### src/hw/rtl/cftr_pkg.sv
package cftr_pkg;

   // frame geometry
   localparam int PAYLOAD_BYTES = 25;
   localparam int FRAME_LEN     = PAYLOAD_BYTES + 7;
   localparam int STORE_DEPTH   = FRAME_LEN;
   localparam int ADDR_W        = $clog2(STORE_DEPTH);
   localparam int FILL_W        = $clog2(STORE_DEPTH + 1);
   localparam int WORD_BYTES    = 24;
   localparam int PAY_IDX_W     = $clog2(WORD_BYTES);
   localparam int WORD_COUNT    = 6;

   // byte offsets inside an aligned frame
   localparam logic [ADDR_W-1:0] STATUS_OFF   = ADDR_W'(2);
   localparam logic [ADDR_W-1:0] LEN_OFF      = ADDR_W'(3);
   localparam logic [ADDR_W-1:0] PAY_FIRST    = ADDR_W'(5);
   localparam logic [ADDR_W-1:0] PAY_LAST     = ADDR_W'(5 + WORD_BYTES - 1);
   localparam logic [ADDR_W-1:0] CRC_LAST_OFF = ADDR_W'(FRAME_LEN - 3);
   localparam logic [ADDR_W-1:0] CRC_LO_OFF   = ADDR_W'(FRAME_LEN - 2);
   localparam logic [ADDR_W-1:0] CRC_HI_OFF   = ADDR_W'(FRAME_LEN - 1);

   // fill thresholds
   localparam logic [FILL_W-1:0] MIN_SCAN  = FILL_W'(7);
   localparam logic [FILL_W-1:0] HDR_LEN   = FILL_W'(5);
   localparam logic [FILL_W-1:0] FILL_FULL = FILL_W'(STORE_DEPTH);

   // byte codes
   localparam logic [7:0] SOF0      = 8'hAA;
   localparam logic [7:0] SOF1      = 8'h55;
   localparam logic [7:0] LEN_CODE  = 8'(PAYLOAD_BYTES);
   localparam logic [7:0] STATUS_OK = 8'h00;

   // crc-16-ccitt
   localparam logic [15:0] CRC_POLY = 16'h1021;
   localparam logic [15:0] CRC_INIT = 16'hFFFF;
   localparam logic [15:0] CRC_TOP  = 16'h8000;

   localparam logic [4:0] DROP_MAX = 5'd31;

   typedef struct packed {
      logic init;
      logic step;
   } crc_ctl_type;

   typedef struct packed {
      logic              en;
      logic [ADDR_W-1:0] addr;
      logic [7:0]        data;
   } store_wr_type;

endpackage

### src/hw/rtl/cftr_store.sv
module cftr_store
   import cftr_pkg::*;
(
   input  logic              clock,
   input  store_wr_type      wr,
   input  logic [ADDR_W-1:0] rd_addr,
   output logic [7:0]        rd_data
);

   logic [7:0] mem [STORE_DEPTH];
   logic [7:0] rd_data_ff;

   // one write port
   always_ff @(posedge clock) begin
      if (wr.en) begin
         mem[wr.addr] <= wr.data;
      end
   end

   // one registered read port
   always_ff @(posedge clock) begin
      rd_data_ff <= mem[rd_addr];
   end

   assign rd_data = rd_data_ff;

endmodule

### src/hw/rtl/cftr_crc.sv
module cftr_crc
   import cftr_pkg::*;
(
   input  logic        clock,
   input  crc_ctl_type ctl,
   input  logic [7:0]  data,
   output logic [15:0] crc
);

   logic [15:0] crc_ff;
   logic [15:0] crc_in;

   // msb-first byte update
   function automatic logic [15:0] crc_next(input logic [15:0] c, input logic [7:0] b);
      logic [15:0] v;
      v = c ^ {b, 8'h00};
      for (int i = 0; i < 8; i++) begin
         if ((v & CRC_TOP) != 16'h0000) begin
            v = (v << 1) ^ CRC_POLY;
         end else begin
            v = v << 1;
         end
      end
      return v;
   endfunction

   // seed or fold one byte
   always_comb begin
      crc_in = crc_ff;
      if (ctl.init) begin
         crc_in = CRC_INIT;
      end else if (ctl.step) begin
         crc_in = crc_next(crc_ff, data);
      end
   end

   always_ff @(posedge clock) begin
      crc_ff <= crc_in;
   end

   assign crc = crc_ff;

endmodule

### src/hw/rtl/cftr_seq.sv
module cftr_seq
   import cftr_pkg::*;
(
   input  logic              clock,
   input  logic              reset,
   input  logic              req_valid,
   output logic              req_stall,
   input  logic [7:0]        req_rx_byte,
   input  logic              req_command_sent,
   output logic              rsp_valid,
   input  logic              rsp_stall,
   output logic              rsp_frame_valid,
   output logic [4:0]        rsp_drop_count,
   output logic              rsp_link_ok,
   output logic              rsp_resend_request,
   output logic [31:0]       rsp_word [WORD_COUNT],
   output store_wr_type      mem_wr,
   output logic [ADDR_W-1:0] mem_rd_addr,
   input  logic [7:0]        mem_q,
   output crc_ctl_type       crc_ctl,
   input  logic [15:0]       crc_val
);

   localparam logic [2:0] ST_IDLE      = 3'd0;
   localparam logic [2:0] ST_CHECK     = 3'd1;
   localparam logic [2:0] ST_SCAN      = 3'd2;
   localparam logic [2:0] ST_HDR_ISSUE = 3'd3;
   localparam logic [2:0] ST_HDR       = 3'd4;
   localparam logic [2:0] ST_CRC       = 3'd5;
   localparam logic [2:0] ST_DONE      = 3'd6;

   logic [2:0]        state_ff, state_in;
   logic [ADDR_W-1:0] head_ff, head_in;
   logic [FILL_W-1:0] fill_ff, fill_in;
   logic              link_ff, link_in;
   logic [ADDR_W-1:0] sc_ff, sc_in;
   logic [7:0]        prev_ff, prev_in;
   logic [7:0]        status_ff, status_in;
   logic [7:0]        crc_lo_ff, crc_lo_in;
   logic              cmd_ff, cmd_in;
   logic [4:0]        drops_ff, drops_in;
   logic              good_ff, good_in;
   logic              resend_ff, resend_in;
   logic [7:0]        pay_ff [WORD_BYTES];

   logic              rsp_valid_ff, rsp_valid_in;
   logic              rsp_frame_ff;
   logic [4:0]        rsp_drops_ff;
   logic              rsp_link_ff;
   logic              rsp_resend_ff;
   logic [31:0]       rsp_word_ff [WORD_COUNT];
   logic [31:0]       rsp_word_in [WORD_COUNT];

   logic              rsp_load;
   logic              do_drop;
   logic              pay_we;
   logic [PAY_IDX_W-1:0] pay_idx;
   logic [ADDR_W-1:0] rd_off;
   logic [ADDR_W-1:0] fill_off;
   logic [FILL_W-1:0] rest;

   // circular add, both operands below the depth
   function automatic logic [ADDR_W-1:0] wrap_add(input logic [ADDR_W-1:0] a,
                                                  input logic [ADDR_W-1:0] b);
      logic [ADDR_W:0] s;
      s = {1'b0, a} + {1'b0, b};
      if (s >= (ADDR_W + 1)'(STORE_DEPTH)) begin
         s = s - (ADDR_W + 1)'(STORE_DEPTH);
      end
      return s[ADDR_W-1:0];
   endfunction

   assign fill_off    = (fill_ff == FILL_FULL) ? '0 : ADDR_W'(fill_ff);
   assign rest        = fill_ff - FILL_W'(sc_ff - ADDR_W'(1));
   assign pay_idx     = PAY_IDX_W'(sc_ff - PAY_FIRST);
   assign mem_rd_addr = wrap_add(head_ff, rd_off);

   // frame search sequencer
   always_comb begin
      state_in     = state_ff;
      head_in      = head_ff;
      fill_in      = fill_ff;
      link_in      = link_ff;
      sc_in        = sc_ff;
      prev_in      = prev_ff;
      status_in    = status_ff;
      crc_lo_in    = crc_lo_ff;
      cmd_in       = cmd_ff;
      drops_in     = drops_ff;
      good_in      = good_ff;
      resend_in    = resend_ff;
      mem_wr.en    = 1'b0;
      mem_wr.addr  = wrap_add(head_ff, fill_off);
      mem_wr.data  = req_rx_byte;
      rd_off       = '0;
      crc_ctl.init = 1'b0;
      crc_ctl.step = 1'b0;
      pay_we       = 1'b0;
      do_drop      = 1'b0;
      rsp_load     = 1'b0;

      case (state_ff)
         ST_IDLE: begin
            if (req_valid) begin
               mem_wr.en = 1'b1;
               cmd_in    = req_command_sent;
               drops_in  = '0;
               good_in   = 1'b0;
               resend_in = 1'b0;
               if (fill_ff == FILL_FULL) begin
                  head_in = wrap_add(head_ff, ADDR_W'(1));
               end else begin
                  fill_in = fill_ff + FILL_W'(1);
               end
               state_in = ST_CHECK;
            end
         end
         ST_CHECK: begin
            if (fill_ff >= MIN_SCAN) begin
               rd_off   = '0;
               sc_in    = '0;
               state_in = ST_SCAN;
            end else begin
               state_in = ST_DONE;
            end
         end
         ST_SCAN: begin
            if (sc_ff != '0 && prev_ff == SOF0 && mem_q == SOF1) begin
               // align to the start pattern
               head_in = wrap_add(head_ff, sc_ff - ADDR_W'(1));
               fill_in = rest;
               if (rest < HDR_LEN) begin
                  state_in = ST_DONE;
               end else begin
                  state_in = ST_HDR_ISSUE;
               end
            end else if (FILL_W'(sc_ff) + FILL_W'(1) == fill_ff) begin
               // no pattern, keep the newest byte
               head_in  = wrap_add(head_ff, ADDR_W'(fill_ff - FILL_W'(1)));
               fill_in  = FILL_W'(1);
               state_in = ST_DONE;
            end else begin
               prev_in = mem_q;
               sc_in   = sc_ff + ADDR_W'(1);
               rd_off  = sc_ff + ADDR_W'(1);
            end
         end
         ST_HDR_ISSUE: begin
            rd_off   = LEN_OFF;
            state_in = ST_HDR;
         end
         ST_HDR: begin
            if (mem_q != LEN_CODE) begin
               do_drop  = 1'b1;
               state_in = ST_CHECK;
            end else if (fill_ff != FILL_FULL) begin
               state_in = ST_DONE;
            end else begin
               rd_off       = STATUS_OFF;
               sc_in        = STATUS_OFF;
               crc_ctl.init = 1'b1;
               state_in     = ST_CRC;
            end
         end
         ST_CRC: begin
            // one byte per cycle through the crc unit
            if (sc_ff <= CRC_LAST_OFF) begin
               crc_ctl.step = 1'b1;
            end
            if (sc_ff == STATUS_OFF) begin
               status_in = mem_q;
            end
            if (sc_ff >= PAY_FIRST && sc_ff <= PAY_LAST) begin
               pay_we = 1'b1;
            end
            if (sc_ff == CRC_LO_OFF) begin
               crc_lo_in = mem_q;
            end
            if (sc_ff == CRC_HI_OFF) begin
               if ({mem_q, crc_lo_ff} == crc_val) begin
                  link_in   = 1'b1;
                  good_in   = 1'b1;
                  resend_in = (status_ff != STATUS_OK) && cmd_ff;
                  fill_in   = '0;
                  state_in  = ST_DONE;
               end else begin
                  do_drop  = 1'b1;
                  state_in = ST_CHECK;
               end
            end else begin
               sc_in  = sc_ff + ADDR_W'(1);
               rd_off = sc_ff + ADDR_W'(1);
            end
         end
         ST_DONE: begin
            if (!rsp_valid_ff || !rsp_stall) begin
               rsp_load = 1'b1;
               state_in = ST_IDLE;
            end
         end
         default: begin
            state_in = ST_IDLE;
         end
      endcase

      // drop one byte of a bad frame
      if (do_drop) begin
         link_in = 1'b0;
         head_in = wrap_add(head_ff, ADDR_W'(1));
         fill_in = fill_ff - FILL_W'(1);
         if (drops_ff != DROP_MAX) begin
            drops_in = drops_ff + 5'd1;
         end
      end
   end

   // result words, zero unless a frame completed
   always_comb begin
      for (int k = 0; k < WORD_COUNT; k++) begin
         rsp_word_in[k] = good_ff ? {pay_ff[4*k+3], pay_ff[4*k+2],
                                     pay_ff[4*k+1], pay_ff[4*k]} : '0;
      end
   end

   assign rsp_valid_in = rsp_load || (rsp_valid_ff && rsp_stall);

   // control state
   always_ff @(posedge clock) begin
      if (reset) begin
         state_ff     <= ST_IDLE;
         head_ff      <= '0;
         fill_ff      <= '0;
         link_ff      <= 1'b1;
         rsp_valid_ff <= 1'b0;
      end else begin
         state_ff     <= state_in;
         head_ff      <= head_in;
         fill_ff      <= fill_in;
         link_ff      <= link_in;
         rsp_valid_ff <= rsp_valid_in;
      end
   end

   // working data
   always_ff @(posedge clock) begin
      sc_ff     <= sc_in;
      prev_ff   <= prev_in;
      status_ff <= status_in;
      crc_lo_ff <= crc_lo_in;
      cmd_ff    <= cmd_in;
      drops_ff  <= drops_in;
      good_ff   <= good_in;
      resend_ff <= resend_in;
      if (pay_we) begin
         pay_ff[pay_idx] <= mem_q;
      end
   end

   // result register
   always_ff @(posedge clock) begin
      if (rsp_load) begin
         rsp_frame_ff  <= good_ff;
         rsp_drops_ff  <= drops_ff;
         rsp_link_ff   <= link_ff;
         rsp_resend_ff <= resend_ff;
         rsp_word_ff   <= rsp_word_in;
      end
   end

   assign req_stall          = (state_ff != ST_IDLE);
   assign rsp_valid          = rsp_valid_ff;
   assign rsp_frame_valid    = rsp_frame_ff;
   assign rsp_drop_count     = rsp_drops_ff;
   assign rsp_link_ok        = rsp_link_ff;
   assign rsp_resend_request = rsp_resend_ff;
   assign rsp_word           = rsp_word_ff;

endmodule

### src/hw/rtl/crc_framed_telemetry_receiver.sv
// channel  direction  handshake            beat
// req      in         req_valid/req_stall  req_rx_byte, req_command_sent
// rsp      out        rsp_valid/rsp_stall  frame flag, drop count, link, resend, six words
//
// one byte per beat, each byte gives exactly one result beat; with fewer than seven bytes held
// no search runs, else each search pass walks the held bytes on the byte store read port,
// then reads the length byte and, once a full frame is held, walks the crc over it;
// every dropped frame adds one more pass
// reset empties the buffer and sets link_ok; the byte store needs no clearing
// req_stall is high while a byte is in work; a stalled result holds back the next one only
module crc_framed_telemetry_receiver
   import cftr_pkg::*;
(
   input  logic        clock,
   input  logic        reset,
   input  logic        req_valid,
   output logic        req_stall,
   input  logic [7:0]  req_rx_byte,
   input  logic        req_command_sent,
   output logic        rsp_valid,
   input  logic        rsp_stall,
   output logic        rsp_frame_valid,
   output logic [4:0]  rsp_drop_count,
   output logic        rsp_link_ok,
   output logic        rsp_resend_request,
   output logic [31:0] rsp_word_a,
   output logic [31:0] rsp_word_b,
   output logic [31:0] rsp_word_c,
   output logic [31:0] rsp_word_d,
   output logic [31:0] rsp_word_e,
   output logic [31:0] rsp_word_f
);

   store_wr_type      mem_wr;
   logic [ADDR_W-1:0] mem_rd_addr;
   logic [7:0]        mem_q;
   crc_ctl_type       crc_ctl;
   logic [15:0]       crc_val;
   logic [31:0]       rsp_word [WORD_COUNT];

   // byte buffer
   cftr_store u_store (
      .clock   (clock),
      .wr      (mem_wr),
      .rd_addr (mem_rd_addr),
      .rd_data (mem_q)
   );

   // single crc unit
   cftr_crc u_crc (
      .clock (clock),
      .ctl   (crc_ctl),
      .data  (mem_q),
      .crc   (crc_val)
   );

   // sequencer and result register
   cftr_seq u_seq (
      .clock              (clock),
      .reset              (reset),
      .req_valid          (req_valid),
      .req_stall          (req_stall),
      .req_rx_byte        (req_rx_byte),
      .req_command_sent   (req_command_sent),
      .rsp_valid          (rsp_valid),
      .rsp_stall          (rsp_stall),
      .rsp_frame_valid    (rsp_frame_valid),
      .rsp_drop_count     (rsp_drop_count),
      .rsp_link_ok        (rsp_link_ok),
      .rsp_resend_request (rsp_resend_request),
      .rsp_word           (rsp_word),
      .mem_wr             (mem_wr),
      .mem_rd_addr        (mem_rd_addr),
      .mem_q              (mem_q),
      .crc_ctl            (crc_ctl),
      .crc_val            (crc_val)
   );

   assign rsp_word_a = rsp_word[0];
   assign rsp_word_b = rsp_word[1];
   assign rsp_word_c = rsp_word[2];
   assign rsp_word_d = rsp_word[3];
   assign rsp_word_e = rsp_word[4];
   assign rsp_word_f = rsp_word[5];

endmodule

### config.mk
export PLATFORM = sky130hd
export DESIGN_NAME = crc_framed_telemetry_receiver
export DESIGN_NICKNAME = d
export VERILOG_FILES = /design/src/hw/rtl/cftr_pkg.sv /design/src/hw/rtl/cftr_store.sv /design/src/hw/rtl/cftr_crc.sv /design/src/hw/rtl/cftr_seq.sv /design/src/hw/rtl/crc_framed_telemetry_receiver.sv
export SDC_FILE = /design/constraint.sdc
export NUM_CORES = 1
export LEC_CHECK = 0
export BUFFER_PORTS_ARGS = -buffer_cell sky130_fd_sc_hd__buf_2
export CORE_UTILIZATION = 35
export CTS_BUF_LIST = sky130_fd_sc_hd__clkbuf_2 sky130_fd_sc_hd__clkbuf_4 sky130_fd_sc_hd__clkbuf_8
export CTS_CLUSTER_DIAMETER = 60
export DETAILED_ROUTE_END_ITERATION = 6
export PLACE_DENSITY = 0.55
export SYNTH_ARGS = -nofsm -noshare
export SYNTH_HDL_FRONTEND = slang
export SYNTH_SLANG_ARGS = --single-unit
### constraint.sdc
create_clock -name clock -period 14.35 [get_ports clock]
set_input_delay 2.87 -clock clock [delete_from_list [all_inputs] [get_ports clock]]
set_output_delay 2.87 -clock clock [all_outputs]
set_load 0.01 [all_outputs]
# --- After elaboration in Yosys (flattened, before gate mapping) ---
# Memory sizes are Yosys's and may differ from the RTL's. A register that Yosys moved wholly into a read port is not among the register bits.
# Cells that the tools add are included.
word_totals:
  reg_bits: 77
  ramBits: 448
  input_bits: 13
  output_inout_bits: 202
  word_cells: 246
  memories: 2
classes:
  n_addsub: 19
  n_lt_le_gt_ge: 10
  n_eq_ne: 34
  n_mux: 98
  bitwise: 11
  reduce_logical: 54
memory_table:
  columns: ["memory", "depth", "word_bits", "rd", "rd_ports_with_merged_regs", "wr", "line_no", "text"]
  rows:
  - ["u_store.mem", 32, 8, 1, 1, 1, "cftr_store.sv:10", "logic [7:0] mem [STORE_DEPTH];"]
  - ["u_seq.pay_ff", 24, 8, 24, 24, 1, "cftr_seq.sv:44", "logic [7:0] pay_ff [WORD_BYTES];"]
ops:
  columns: ["operator", "count"]
  rows:
  - ["2-to-1 mux 16 bit", 14]
  - ["2-to-1 mux 5 bit", 25]
  - ["2-to-1 mux 13 bit", 8]
  - ["2-to-1 mux 6 bit", 7]
  - ["one-hot mux 5 bit (4 select lines)", 2]
  - ["greater-or-equal comparator 6 bit, second input constant", 5]
  - ["subtractor 5 x 1 -> 5 bit, second input constant", 6]
  - ["2-to-1 mux 3 bit", 9]
  - ["zero test 1 bit", 26]
  - ["2-to-1 mux 1 bit", 25]
  - ["adder 5 x 5 -> 6 bit", 4]
  - ["inverter 3 bit", 8]
  - ["one-hot mux 3 bit (7 select lines)", 1]
  - ["one-hot mux 6 bit (3 select lines)", 1]
  - ["== test 16 bit", 1]
  - ["XOR 16 bit", 1]
  - ["adder 5 x 1 -> 6 bit, second input constant", 2]
  - ["inequality test 2 bit, second input constant", 6]
  - ["inequality test 3 x 1 -> 1 bit, second input constant", 4]
  - ["AND reduction 4 bit", 3]
  - ["adder 5 x 1 -> 5 bit, second input constant", 2]
  - ["== test 5 bit, second input constant", 2]
  - ["<= comparator 5 bit, second input constant", 2]
  - ["one-hot mux 5 bit (2 select lines)", 1]
  - ["37 further kinds", 61]

# --- Depth between registers and ports, before layout ---
# Gate-level depths: netlist of run 1.
logic_depth:
  word_depth: 31
  mapped_depth: 20
  depth_no_buf: 19

# --- By module ---
# From an unflattened synthesis of run 1, not the netlist that was laid out.
hier_totals:
  cells_unflattened: 1587
  hier_area_um2: 28285.9
by_module_without_submodules:
  columns: ["mod", "instances", "cells_per_inst", "area_per_inst_um2", "seq_area_each_um2"]
  rows:
  - ["cftr_seq", 1, 1089, 17312.9, 13152.6]
  - ["cftr_store", 1, 417, 10053.4, 7847.5]
  - ["cftr_crc", 1, 81, 919.6, 320.3]

# --- Worst setup path before layout of run 1 ---
# No wires, ideal clock.
synth_path:
  path_kind: "input -> register"
  startpoint: "input rsp_stall"
  endpoint: "register u_seq.rsp_drops_ff[0], in the netlist u_seq.rsp_drop_count[0] (enable)"
  setup_time_ps: 826
  arrival_ps: 12249
  required_time_ps: 13524
  path_slack_ps: 1274
  cell_stages: 1
  path_buffers: 0
  cell_sequence: "a21oi_1"
synth_between:
  elab_chain_len: 4
synth_rtl:
  columns: ["item", "line_no", "text"]
  rows:
  - ["from (decl)", "crc_framed_telemetry_receiver.sv:21", "input logic rsp_stall,"]
  - ["zero test 1 bit", "cftr_seq.sv:196", "if (!rsp_valid_ff || !rsp_stall) begin"]
  - ["logical OR 1 bit", "cftr_seq.sv:196", null]
  - ["2-to-1 mux 1 bit", "cftr_seq.sv:196", null]
  - ["2-to-1 mux 1 bit", "cftr_seq.sv:102", "case (state_ff)"]
  - ["to (signal assigned)", "cftr_seq.sv:263", "rsp_drops_ff <= drops_ff;"]
  - ["to (decl)", "cftr_seq.sv:48", "logic [4:0] rsp_drops_ff;"]
# No other way between the ends.
# A chain may end at the register's enable or synchronous reset.

# --- Final worst setup path of run 1 ---
layout_path:
  startpoint: "register u_seq.sc_ff[0]"
  endpoint: "register u_store.rd_data_ff[0], in the netlist u_store.rd_data[0], read port of u_store.mem"
layout_between:
  elab_chain_len: 8
  word_cells_on_any_way: 15
  classes_between: "add/sub (4); order compare (1); eq/ne (2); mux (5); reduce/logical (3)"
layout_rtl:
  columns: ["item", "line_no", "text"]
  rows:
  - ["from (decl)", "cftr_seq.sv:36", "logic [ADDR_W-1:0] sc_ff, sc_in;"]
  - ["from (signal assigned)", "cftr_seq.sv:246", "sc_ff <= sc_in;"]
  - ["adder 5 x 1 -> 6 bit or nonzero test 5 bit (tied branches)", "cftr_seq.sv:137, cftr_seq.sv:128", null]
  - ["== test 6 bit or logical AND 1 bit (tied branches)", "cftr_seq.sv:137, cftr_seq.sv:128", null]
  - ["2-to-1 mux 5 bit or logical AND 1 bit (tied branches)", "cftr_seq.sv:137, cftr_seq.sv:128", null]
  - ["2-to-1 mux 5 bit", "cftr_seq.sv:128", "if (sc_ff != '0 && prev_ff == SOF0 && mem_q == SOF1) begin"]
  - ["one-hot mux 5 bit (4 select lines) (*)", "cftr_seq.sv:102", null]
  - ["adder 5 x 5 -> 6 bit (*)", "cftr_seq.sv:66", "s = {1'b0, a} + {1'b0, b};"]
  - ["subtractor 5 x 1 -> 5 bit or greater-or-equal comparator 6 bit (tied branches)", "cftr_seq.sv:68, cftr_seq.sv:67", null]
  - ["2-to-1 mux 5 bit (*)", "cftr_seq.sv:67", "if (s >= (ADDR_W + 1)'(STORE_DEPTH)) begin"]
  - ["to (decl)", "cftr_store.sv:11", "logic [7:0] rd_data_ff;"]
# Mark *: on every way between the ends. The rest lies on a longest branch, timed or not.

==> flow_summary.toml, run 1 <==
[yosys]
synth-simple-area-share_pct = 8.45
synth_top_area_share_pct = 73.0
synth_top_family_by_area = "simple AND/OR/NAND/NOR gates"
synth_compound_area_share_pct = 3.15
ys_types = 66
syn_nets = 1635
async_reset_ff_share_pct = 0
ys_seq_area_share_pct = 76.3
synthAdderAreaFrac_pct = 1.81
syn_avg_cell_area_um2 = 17.6
synth_edf_count = 680
synth-xor-area-share_pct = 1.97
synth_most_common_cell = "edfxtp_1"
synth_area_um2 = 28000
synthCells = 1584
synthFlopType = "edfxtp_1"
synth.area.top_cells = "edfxtp_1 73%, mux4_2 6.4%, and2_1 4.4%, dfxtp_1 3.2%, xnor2_1 1.6%"
synth_area_leader_cell = "edfxtp_1"
synthMuxAreaShare_pct = 7.06
yosys_warnings = 0
synth_seq_cells = 725
synthTopCellsByCount = "680 x edfxtp_1, 197 x and2_1, 109 x nor2_1, 80 x mux4_2, 66 x nand2_1"

[floorplanning]
fp.dieH_um = 285
die_w_um = 285
io_pins = 215
core_region_area_um2 = 79000
std_cell_rows = 103
dieArea_um2 = 81000
initial_core_util_pct = 35.4

[worst_setup_path]
crit_arrival_ns = 6.80
worstSetupPathType = "flip-flop to flip-flop"
critPathSlowestCell = "buf_4"
endpoint_kind = "flip-flop"
start_kind = "flip-flop"
slowest_delay_ns = 0.69
cp_cell_sequence = "inv_1 -> ha_1 -> or4b_2 -> nand3b_1 -> or2_1 -> and3_1 -> a21oi_1 -> o21ai_0 -> ha_4 -> inv_1 -> fa_2 -> buf_4 -> mux4_2 -> mux4_2 -> mux2_2"
worstPathRequired_ns = 14.96
path_max_fanout = 64

[timing]
drv_slew = 0
fin_ws_ns = 8.16
setup_total_negative_slack_ns = 0
fin_hold_ws_ns = 0.419
hold_violations = 0
period_share_pct = 43.2
max_freq_ghz = 0.161
grt_setup_unrepaired = "no"
skew_ns = 0.0571
worstMarginPinSlew_ns = 1.34
setup_viol_count_final = 0
fin_crit_ns = 6.19
slew_headroom_pct = 10.5

[cells_and_area]
utilization_pct = 41.6
fin_nets = 1945
area_growth_pct = 17.5
diodes = 0
drive_gt1_share_pct = 27.8
fin_area_um2 = 32900
layoutNonFillerInstCount = 3040

[detailed_routing]
ant_nets = 0
num_vias = 14700
drtPass1Iterations = 5
wl_per_cell_um = 21.6
route.detailed.drc = 0
vias_per_cell = 4.84
drtIter0Drc = 1098
drt-total-wl_mm = 65.7

[pwr]
power.density_nw_per_um2 = 186
ir_drop_mv = 0.0965
leakagePower_nw = 11.2
power_mw = 6.13

[grt]
grt.met2_usage_pct = 27.2
use_met3_pct = 3.30
antenna_found_initial = 3
grt_overflow = 0
grt_max_degree = 140
use_met1_pct = 20.6
grt_pass1_vias = 15200
grt_pass1_wl_mm = 97.2
top_usage_layer = "met2"
track_usage_pct = 16.2

[place]
place_inst = 2830
postPlaceCellArea_um2 = 30500
dpl.hpwl_mm = 40.8
port_buffers = 214
dp_slack_ns = 8.19
globalplace.congestion = 0.853

[cts]
clockBufferDepth = 3
cts_tree = "done"
cts_hold_buf = 0
post_cts_buffers = 0
clock_latency_ns = 0.76
cts_resized = 0
cts.reportedPaths.clkPinSlew_ns = 0.07
cts-buffers-inserted = 112
cts_sinks = 725
cts-root-buf = "clkbuf_8"
h-tree-depth = 3

[job]
cap_violations = 0

[worst_hold_path]
timing.hold.worst.class = "flip-flop to flip-flop"

[run_status]
status = "completed"
area by class of cell:
cell class | instances | area (µm²)
Timing Repair Buffer | 265 | 1450
Sequential cell | 725 | 21300
Clock buffer | 153 | 1870
Tap cell | 1050 | 1310
Multi-Input combinational cell | 766 | 6320
Inverter | 24 | 90.1
Fill cell | 7038 | 46100
Clock inverter | 57 | 479
worst max-delay path: cells and delay by family (launching register included):
kind / cells / cell delay, ns
fa+ha+maj: 3 / 0.92
buf+inv: 3 / 0.96
mux: 3 / 1.21
flops: 1 / 0.56
compound gates: 2 / 0.55
simple gates: 4 / 1.79
cells by family after synthesis:
logic type | Yosys count
AO/OA/AOI/OAI | 122
XOR/XNOR | 63
adder cells (fa/ha/maj) | 38
buffers and inverters | 93
flip-flops | 725
multiplexers | 96
AND/OR/NAND/NOR | 447
worst paths after layout:
check                                                   start                                  to  slack (ns)  depth (start not counted)
worst max-delay path                 u_seq.sc_ff[0]$_DFFE_PP_          u_store.rd_data[0]$_DFF_P_        8.16                         15
worst min register to register  u_seq.resend_ff$_SDFFCE_PN0P_  u_seq.rsp_resend_request$_DFFE_PP_        0.42                          0
worst min-delay path            u_seq.resend_ff$_SDFFCE_PN0P_  u_seq.rsp_resend_request$_DFFE_PP_        0.42                          0
worst max register to register       u_seq.sc_ff[0]$_DFFE_PP_          u_store.rd_data[0]$_DFF_P_        8.16                         15
report_power, final:
| part | internal (mW) | switching, mW |
|---|---|---|
| registers | 2.57 | 0.102 |
| clock network | 0.954 | 0.819 |
| logic | 0.718 | 0.959 |
cells in the final DEF (no fill, tap or decap), drive strengths merged, types with 9 or more instances in the layout:
| master | count |
|---|---|
| nand4 | 13 |
| clkinv | 46 |
| mux4 | 80 |
| edfxtp | 680 |
| and2 | 197 |
| nor2 | 109 |
| xor2 | 12 |
| xnor2 | 51 |
| nand2 | 66 |
| o21ai | 15 |
| a21o | 9 |
| nand3 | 10 |
| o211ai | 17 |
| buf | 265 |
| a31oi | 10 |
| a21oi | 23 |
| nor3 | 12 |
| ha | 34 |
| clkbuf | 153 |
| inv | 29 |
| mux2 | 9 |
| dfxtp | 45 |
state kept, by name (all words and copies together), names as in the netlist, 3 cells and up:
signal / count
u_seq.status_ff: 8
u_seq.rsp_drop_count: 5
u_store.mem: 256
u_seq.drops_ff: 5
u_seq.prev_ff: 8
u_seq.sc_ff: 5
u_seq.pay_ff: 192
u_seq.fill_ff: 6
u_seq.rsp_word: 192
u_seq.state_ff: 3
u_crc.crc: 16
u_seq.head_ff: 5
u_seq.crc_lo_ff: 8
u_store.rd_data: 8
per-layer routing:
layer	routed length [µm]	part of all wire, %
met3	3810	5.8
met2	32700	50
met4	1810	2.8
met1	27300	42
met5	23	0.035
Power figures use the tool's default switching activity.
==> run 2, diff against run 1 <==
--- a/config.mk
+++ b/config.mk
@@ -5,6 +5,7 @@
 export SDC_FILE = /design/constraint.sdc
 export NUM_CORES = 1
 export LEC_CHECK = 0
+export ABC_AREA = 1
 export BUFFER_PORTS_ARGS = -buffer_cell sky130_fd_sc_hd__buf_2
 export CORE_UTILIZATION = 35
 export CTS_BUF_LIST = sky130_fd_sc_hd__clkbuf_2 sky130_fd_sc_hd__clkbuf_4 sky130_fd_sc_hd__clkbuf_8
==> constraint.sdc (replaced) <==
create_clock -name clock -period 6.4 [get_ports clock]
set_input_delay 1.28 -clock clock [delete_from_list [all_inputs] [get_ports clock]]
set_output_delay 1.28 -clock clock [all_outputs]
set_load 0.01 [all_outputs]
==> run 2 against run 1 <==
Effect of this change: die area is 2.8% higher; non-clock buffer count is 27 lower; global-route usage is 0.59 points higher; sequential cell count stayed put; fmax is 25% higher; critical endpoint is now u_store.rd_data[3]$_DFF_P_; highest routed layer is now met4.
==> flow_summary.toml, run 2 <==
[run_status]
status = "completed"

[cts]
clockBufferDepth = 3
h-tree-depth = 3
cts.reportedPaths.clkPinSlew_ns = 0.06
clock_latency_ns = 0.75
cts_sinks = 725
post_cts_buffers = 0
cts-root-buf = "clkbuf_8"
cts-buffers-inserted = 115
cts_resized = 0
cts_tree = "done"
cts_hold_buf = 0

[place]
globalplace.congestion = 0.895
port_buffers = 214
dpl.hpwl_mm = 44.0

[detailed_routing]
vias_per_cell = 4.80
drt-total-wl_mm = 70.2
route.detailed.drc = 0
num_vias = 17900
ant_nets = 0
drtIter0Drc = 1340
drtPass1Iterations = 6
wl_per_cell_um = 18.8

[yosys]
ys_types = 47
synth_area_um2 = 28700
synth_top_area_share_pct = 71.1
synth_area_leader_cell = "edfxtp_1"
synth_compound_area_share_pct = 6.17
async_reset_ff_share_pct = 0
synth-xor-area-share_pct = 0.884
synthCells = 2299
synth_edf_count = 680
synth_seq_cells = 725
syn_avg_cell_area_um2 = 12.5
synth_most_common_cell = "edfxtp_1"
synthTopCellsByCount = "680 x edfxtp_1, 404 x nand2_1, 293 x inv_1, 288 x nor2_1, 185 x o21ai_0"
ys_seq_area_share_pct = 74.2
yosys_warnings = 0
synthMuxAreaShare_pct = 0
synthAdderAreaFrac_pct = 1.76
synthFlopType = "edfxtp_1"
syn_nets = 2350
synth-simple-area-share_pct = 11.8
synth_top_family_by_area = "simple AND/OR/NAND/NOR gates"
synth.area.top_cells = "edfxtp_1 71%, nand2_1 5.3%, inv_1 3.8%, nor2_1 3.8%, o21ai_0 3.2%"

[worst_setup_path]
path_max_fanout = 64
worstSetupPathType = "flip-flop to flip-flop"
start_kind = "flip-flop"
worstPathRequired_ns = 7.05
crit_arrival_ns = 5.60
ff2ff_setup_slack_ns = 1.45
endpoint_kind = "flip-flop"

[cells_and_area]
area_growth_pct = 16.5
drive_gt1_share_pct = 17.7
fin_nets = 2621
largest_register = "u_store.mem"
final_common_cell = "edfxtp_1"
utilization_pct = 41.4
layout_common_cells = "680 x edfxtp_1, 404 x nand2_1, 292 x inv_1"
fillers = 7536
largest_reg_flops = 256

[grt]
track_usage_pct = 16.8
grt_max_degree = 194
grt_pass1_wl_mm = 106
grt_pass1_vias = 18000
grt_overflow = 0
antenna_found_initial = 1

[pwr]
power.density_nw_per_um2 = 445
power.share.sequential_pct = 40.8
power.switching_mw = 5.50
power.share.clock_pct = 28.1
leakagePower_nw = 13.4
power_frac_comb_pct = 31.1
power_mw = 14.9
internal-power_mw = 9.42
ir_drop_mv = 0.733
swShare_pct = 36.8

[timing]
setup_viol_count_final = 0
fin_crit_ns = 4.95
max_freq_ghz = 0.202
drv_slew = 0
setup_total_negative_slack_ns = 0
hold_violations = 0
slew_headroom_pct = 12.2
worstMarginPinSlew_ns = 1.32
skew_ns = 0.0602
period_share_pct = 77.4
grt_setup_unrepaired = "no"

[job]
cap_violations = 0

[floorplanning]
fp.dieH_um = 289
std_cell_rows = 104
core_region_area_um2 = 80900
dieArea_um2 = 83300
io_pins = 215
die_w_um = 289
initial_core_util_pct = 35.5

[worst_hold_path]
timing.hold.worst.class = "flip-flop to flip-flop"
-- run 2: logic make-up (layout without fill, tap and decap cells) --
group           after synthesis  count (layout)
simple gates                823             823
fa+ha+maj                    38              38
xor+xnor                     29              29
compound gates              297             297
buf+inv                     387             757
flops                       725             725
other cells                   0               1
-- run 2: worst max-delay path, stage by stage (launching register included) --
cell	delay [ns]
edfxtp_1	0.52
ha_1	0.27
nand2_1	0.12
nor2_1	0.06
ha_1	0.36
inv_1	0.11
nand2_1	0.05
nand2_1	0.06
nand3_1	0.08
nor2_1	0.11
nand3_1	0.15
nand2_2	0.17
nand2_1	0.15
a211oi_2	0.29
fa_1	0.47
inv_2	0.82
o21ai_0	0.22
o221ai_1	0.28
nand3_1	0.19
nand2_1	0.14
nand2_1	0.12
nand2_1	0.10
-- run 2: metal layers --
layer	share of wire, %	global-route usage [%]	vias up
li1	-	-	8455
met1	44	22.2	8733
met2	47	27.4	596
met3	6.1	2.92	131
met4	2.9	6.75	0
met5	0	0	-
-- run 2: worst paths after layout --
path                                               startpoint  depth (start not counted)                                 end
worst min register to register  u_seq.resend_ff$_SDFFCE_PN0P_                          0  u_seq.rsp_resend_request$_DFFE_PP_
worst max register to register       u_seq.sc_ff[0]$_DFFE_PP_                         21          u_store.rd_data[3]$_DFF_P_
worst max-delay path                 u_seq.sc_ff[0]$_DFFE_PP_                         21          u_store.rd_data[3]$_DFF_P_
worst min-delay path            u_seq.resend_ff$_SDFFCE_PN0P_                          0  u_seq.rsp_resend_request$_DFFE_PP_
-- run 2: final cells by class --
type | instances | area (µm²) | share of cell area [%]
clock buffers | 140 | 1770 | 5.29
inverters | 303 | 1140 | 3.42
repair buffers | 238 | 1280 | 3.81
flip-flops and latches | 725 | 21300 | 63.7
multi-input cells | 1187 | 5940 | 17.7
clock inverters | 76 | 701 | 2.09
well taps | 1060 | 1330 | 3.96
diodes | 1 | 2.50 | 0.00747
-- run 2: metrics by stage --
stage | cell area [µm²] | std cells | hold WS (ns) | worst slack (ns)
floorplan | 28700 | 2299 | 0.400 | 1.29
CTS | 33500 | 3729 | 0.431 | 1.49
global route | 33500 | 3730 | 0.435 | 1.07
global placement | 31000 | 3513 | 0.449 | 1.59
finish | 33500 | 3730 | 0.425 | 1.45
detailed placement | 31000 | 3513 | 0.449 | 1.52
-- run 2: power groups by stage --
stage,sequential [mW],combinational (mW),clock (mW)
2_1_floorplan,6.19,2.99,0
3_3_place_gp,6.18,4.61,0
3_5_place_dp,6.19,4.64,0
4_1_cts,6.09,4.66,4.30
5_1_grt,6.12,5.20,4.49
6_report,6.09,4.63,4.19
==> run 3, diff against run 2 <==
--- a/config.mk
+++ b/config.mk
@@ -5,7 +5,7 @@
 export SDC_FILE = /design/constraint.sdc
 export NUM_CORES = 1
 export LEC_CHECK = 0
-export ABC_AREA = 1
+export ABC_AREA = 0
 export BUFFER_PORTS_ARGS = -buffer_cell sky130_fd_sc_hd__buf_2
 export CORE_UTILIZATION = 35
 export CTS_BUF_LIST = sky130_fd_sc_hd__clkbuf_2 sky130_fd_sc_hd__clkbuf_4 sky130_fd_sc_hd__clkbuf_8
==> constraint.sdc (replaced) <==
create_clock -name clock -period 4.9 [get_ports clock]
set_input_delay 0.98 -clock clock [delete_from_list [all_inputs] [get_ports clock]]
set_output_delay 0.98 -clock clock [all_outputs]
set_load 0.01 [all_outputs]
==> run 3 against run 2 <==
Effect of this change: clock skew down 0.0064 ns; sequential share of layout area increased by 0.81 points; global-route usage down 1.3 points; sequential cell count is the same; register-to-register slack worse by 1.2 ns; worst setup slack lost 1.2 ns; non-clock buffer count grew 23; final cell count is 19% lower; die area fell by 2.7%; routed wire length is 10% lower; fmax grew 5.9%; via count fell by 18%; critical endpoint unchanged; largest cell class unchanged; largest power group unchanged.
==> flow_summary.toml, run 3 (synthesis gave the netlist of run 1 again) <==
[grt]
grt_max_degree = 159
top_usage_layer = "met2"
grt_overflow = 0
track_usage_pct = 15.5
grt_pass1_wl_mm = 94.3
grt_pass1_vias = 15100
use_met1_pct = 19.7
antenna_found_initial = 2
use_met3_pct = 3.44
grt.met2_usage_pct = 26.2

[cells_and_area]
drive_gt1_share_pct = 28.0
final_common_cell = "edfxtp_1"
layout_common_cells = "680 x edfxtp_1, 214 x buf_2, 197 x and2_1"
largest_register = "u_store.mem"
largest_reg_flops = 256
diodes = 0
fin_nets = 1940
fillers = 6982
area_growth_pct = 18.3
layoutNonFillerInstCount = 3034
fin_area_um2 = 33100
utilization_pct = 41.8

[place]
dpl.hpwl_mm = 40.4
postPlaceCellArea_um2 = 30500
place_inst = 2821
port_buffers = 214
dp_slack_ns = 0.202
globalplace.congestion = 0.844

[cts]
cts_hold_buf = 0
clock_latency_ns = 0.73
clockBufferDepth = 3
cts-buffers-inserted = 111
cts-root-buf = "clkbuf_8"
h-tree-depth = 3
cts.reportedPaths.clkPinSlew_ns = 0.06
cts_sinks = 725
cts_tree = "done"

[timing]
hold_violations = 0
fin_ws_ns = 0.220
setup_total_negative_slack_ns = 0
worstMarginPinSlew_ns = 1.00
fin_hold_ws_ns = 0.438
drv_slew = 0
period_share_pct = 95.5
fin_crit_ns = 4.68
setup_viol_count_final = 0
skew_ns = 0.0537
max_freq_ghz = 0.214
slew_headroom_pct = 32.9

[worst_setup_path]
slowest_delay_ns = 0.70
endpoint_kind = "flip-flop"
start_kind = "flip-flop"
worstSetupPathType = "flip-flop to flip-flop"
cp_cell_sequence = "inv_1 -> ha_1 -> or4b_2 -> nand3b_1 -> or2_1 -> and3_1 -> a21oi_1 -> o21ai_0 -> buf_4 -> ha_4 -> inv_1 -> fa_2 -> clkbuf_16 -> mux4_2 -> mux4_2 -> mux2_2"
critPathSlowestCell = "fa_2"
worstPathRequired_ns = 5.51
path_max_fanout = 32
crit_arrival_ns = 5.29

[detailed_routing]
drtPass1Iterations = 5
vias_per_cell = 4.82
ant_nets = 0
drtIter0Drc = 1031
num_vias = 14600
drt-total-wl_mm = 62.8
wl_per_cell_um = 20.7
route.detailed.drc = 0

[run_status]
status = "completed"

[floorplanning]
io_pins = 215
core_region_area_um2 = 79000
std_cell_rows = 103
initial_core_util_pct = 35.4
die_w_um = 285
dieArea_um2 = 81000
fp.dieH_um = 285

[pwr]
power.density_nw_per_um2 = 559
leakagePower_nw = 11.3
power_mw = 18.5
ir_drop_mv = 0.383

[job]
cap_violations = 0

[worst_hold_path]
timing.hold.worst.class = "flip-flop to flip-flop"
[run 3: what timing repair did]
action | in CTS | in global routing
buffers inserted | 0 | 4
endpoints found under the setup margin | 0 | 8
gates resized for setup | 0 | 2
[run 3: layout make-up]
| type | count | area, µm² | area share, % |
|---|---|---|---|
| clock buffer | 167 | 2050 | 6.20 |
| inverter | 24 | 90.1 | 0.273 |
| multi-input combinational | 766 | 6320 | 19.1 |
| timing repair buffer | 261 | 1550 | 4.69 |
| tap | 1050 | 1310 | 3.97 |
| sequential | 725 | 21300 | 64.5 |
| clock inverter | 41 | 417 | 1.26 |
[run 3: where the power goes]
part           leakage, nW  switching [mW]  internal (mW)
logic                 3.43            2.98           2.27
registers             6.53           0.277           7.54
clock network         1.31            2.33           3.07
[run 3: worst max-delay path, delay by kind of cell (launching register included)]
family	cells	cell delay, ns
buffers and inverters	4	0.64
AOI/OAI and AO/OA	2	0.22
DFF	1	0.46
muxes	3	1.13
adders and majority gates	3	1.02
and+or+nand+nor	4	1.08
[run 3: worst paths after layout]
check	to	cells after the start	from	slack (ns)
hold / removal	u_seq.rsp_drop_count[4]$_DFFE_PP_	0	u_seq.drops_ff[4]$_DFF_P_	0.44
setup reg to reg	u_store.rd_data[3]$_DFF_P_	16	u_seq.sc_ff[1]$_DFFE_PP_	0.22
hold reg to reg	u_seq.rsp_drop_count[4]$_DFFE_PP_	0	u_seq.drops_ff[4]$_DFF_P_	0.44
setup / recovery	u_store.rd_data[3]$_DFF_P_	16	u_seq.sc_ff[1]$_DFFE_PP_	0.22
[run 3: per-layer routing]
layer	share of wire [%]	wire, µm
met5	0.021	13
met4	2.1	1320
met3	5.8	3640
met2	50	31100
met1	43	26800
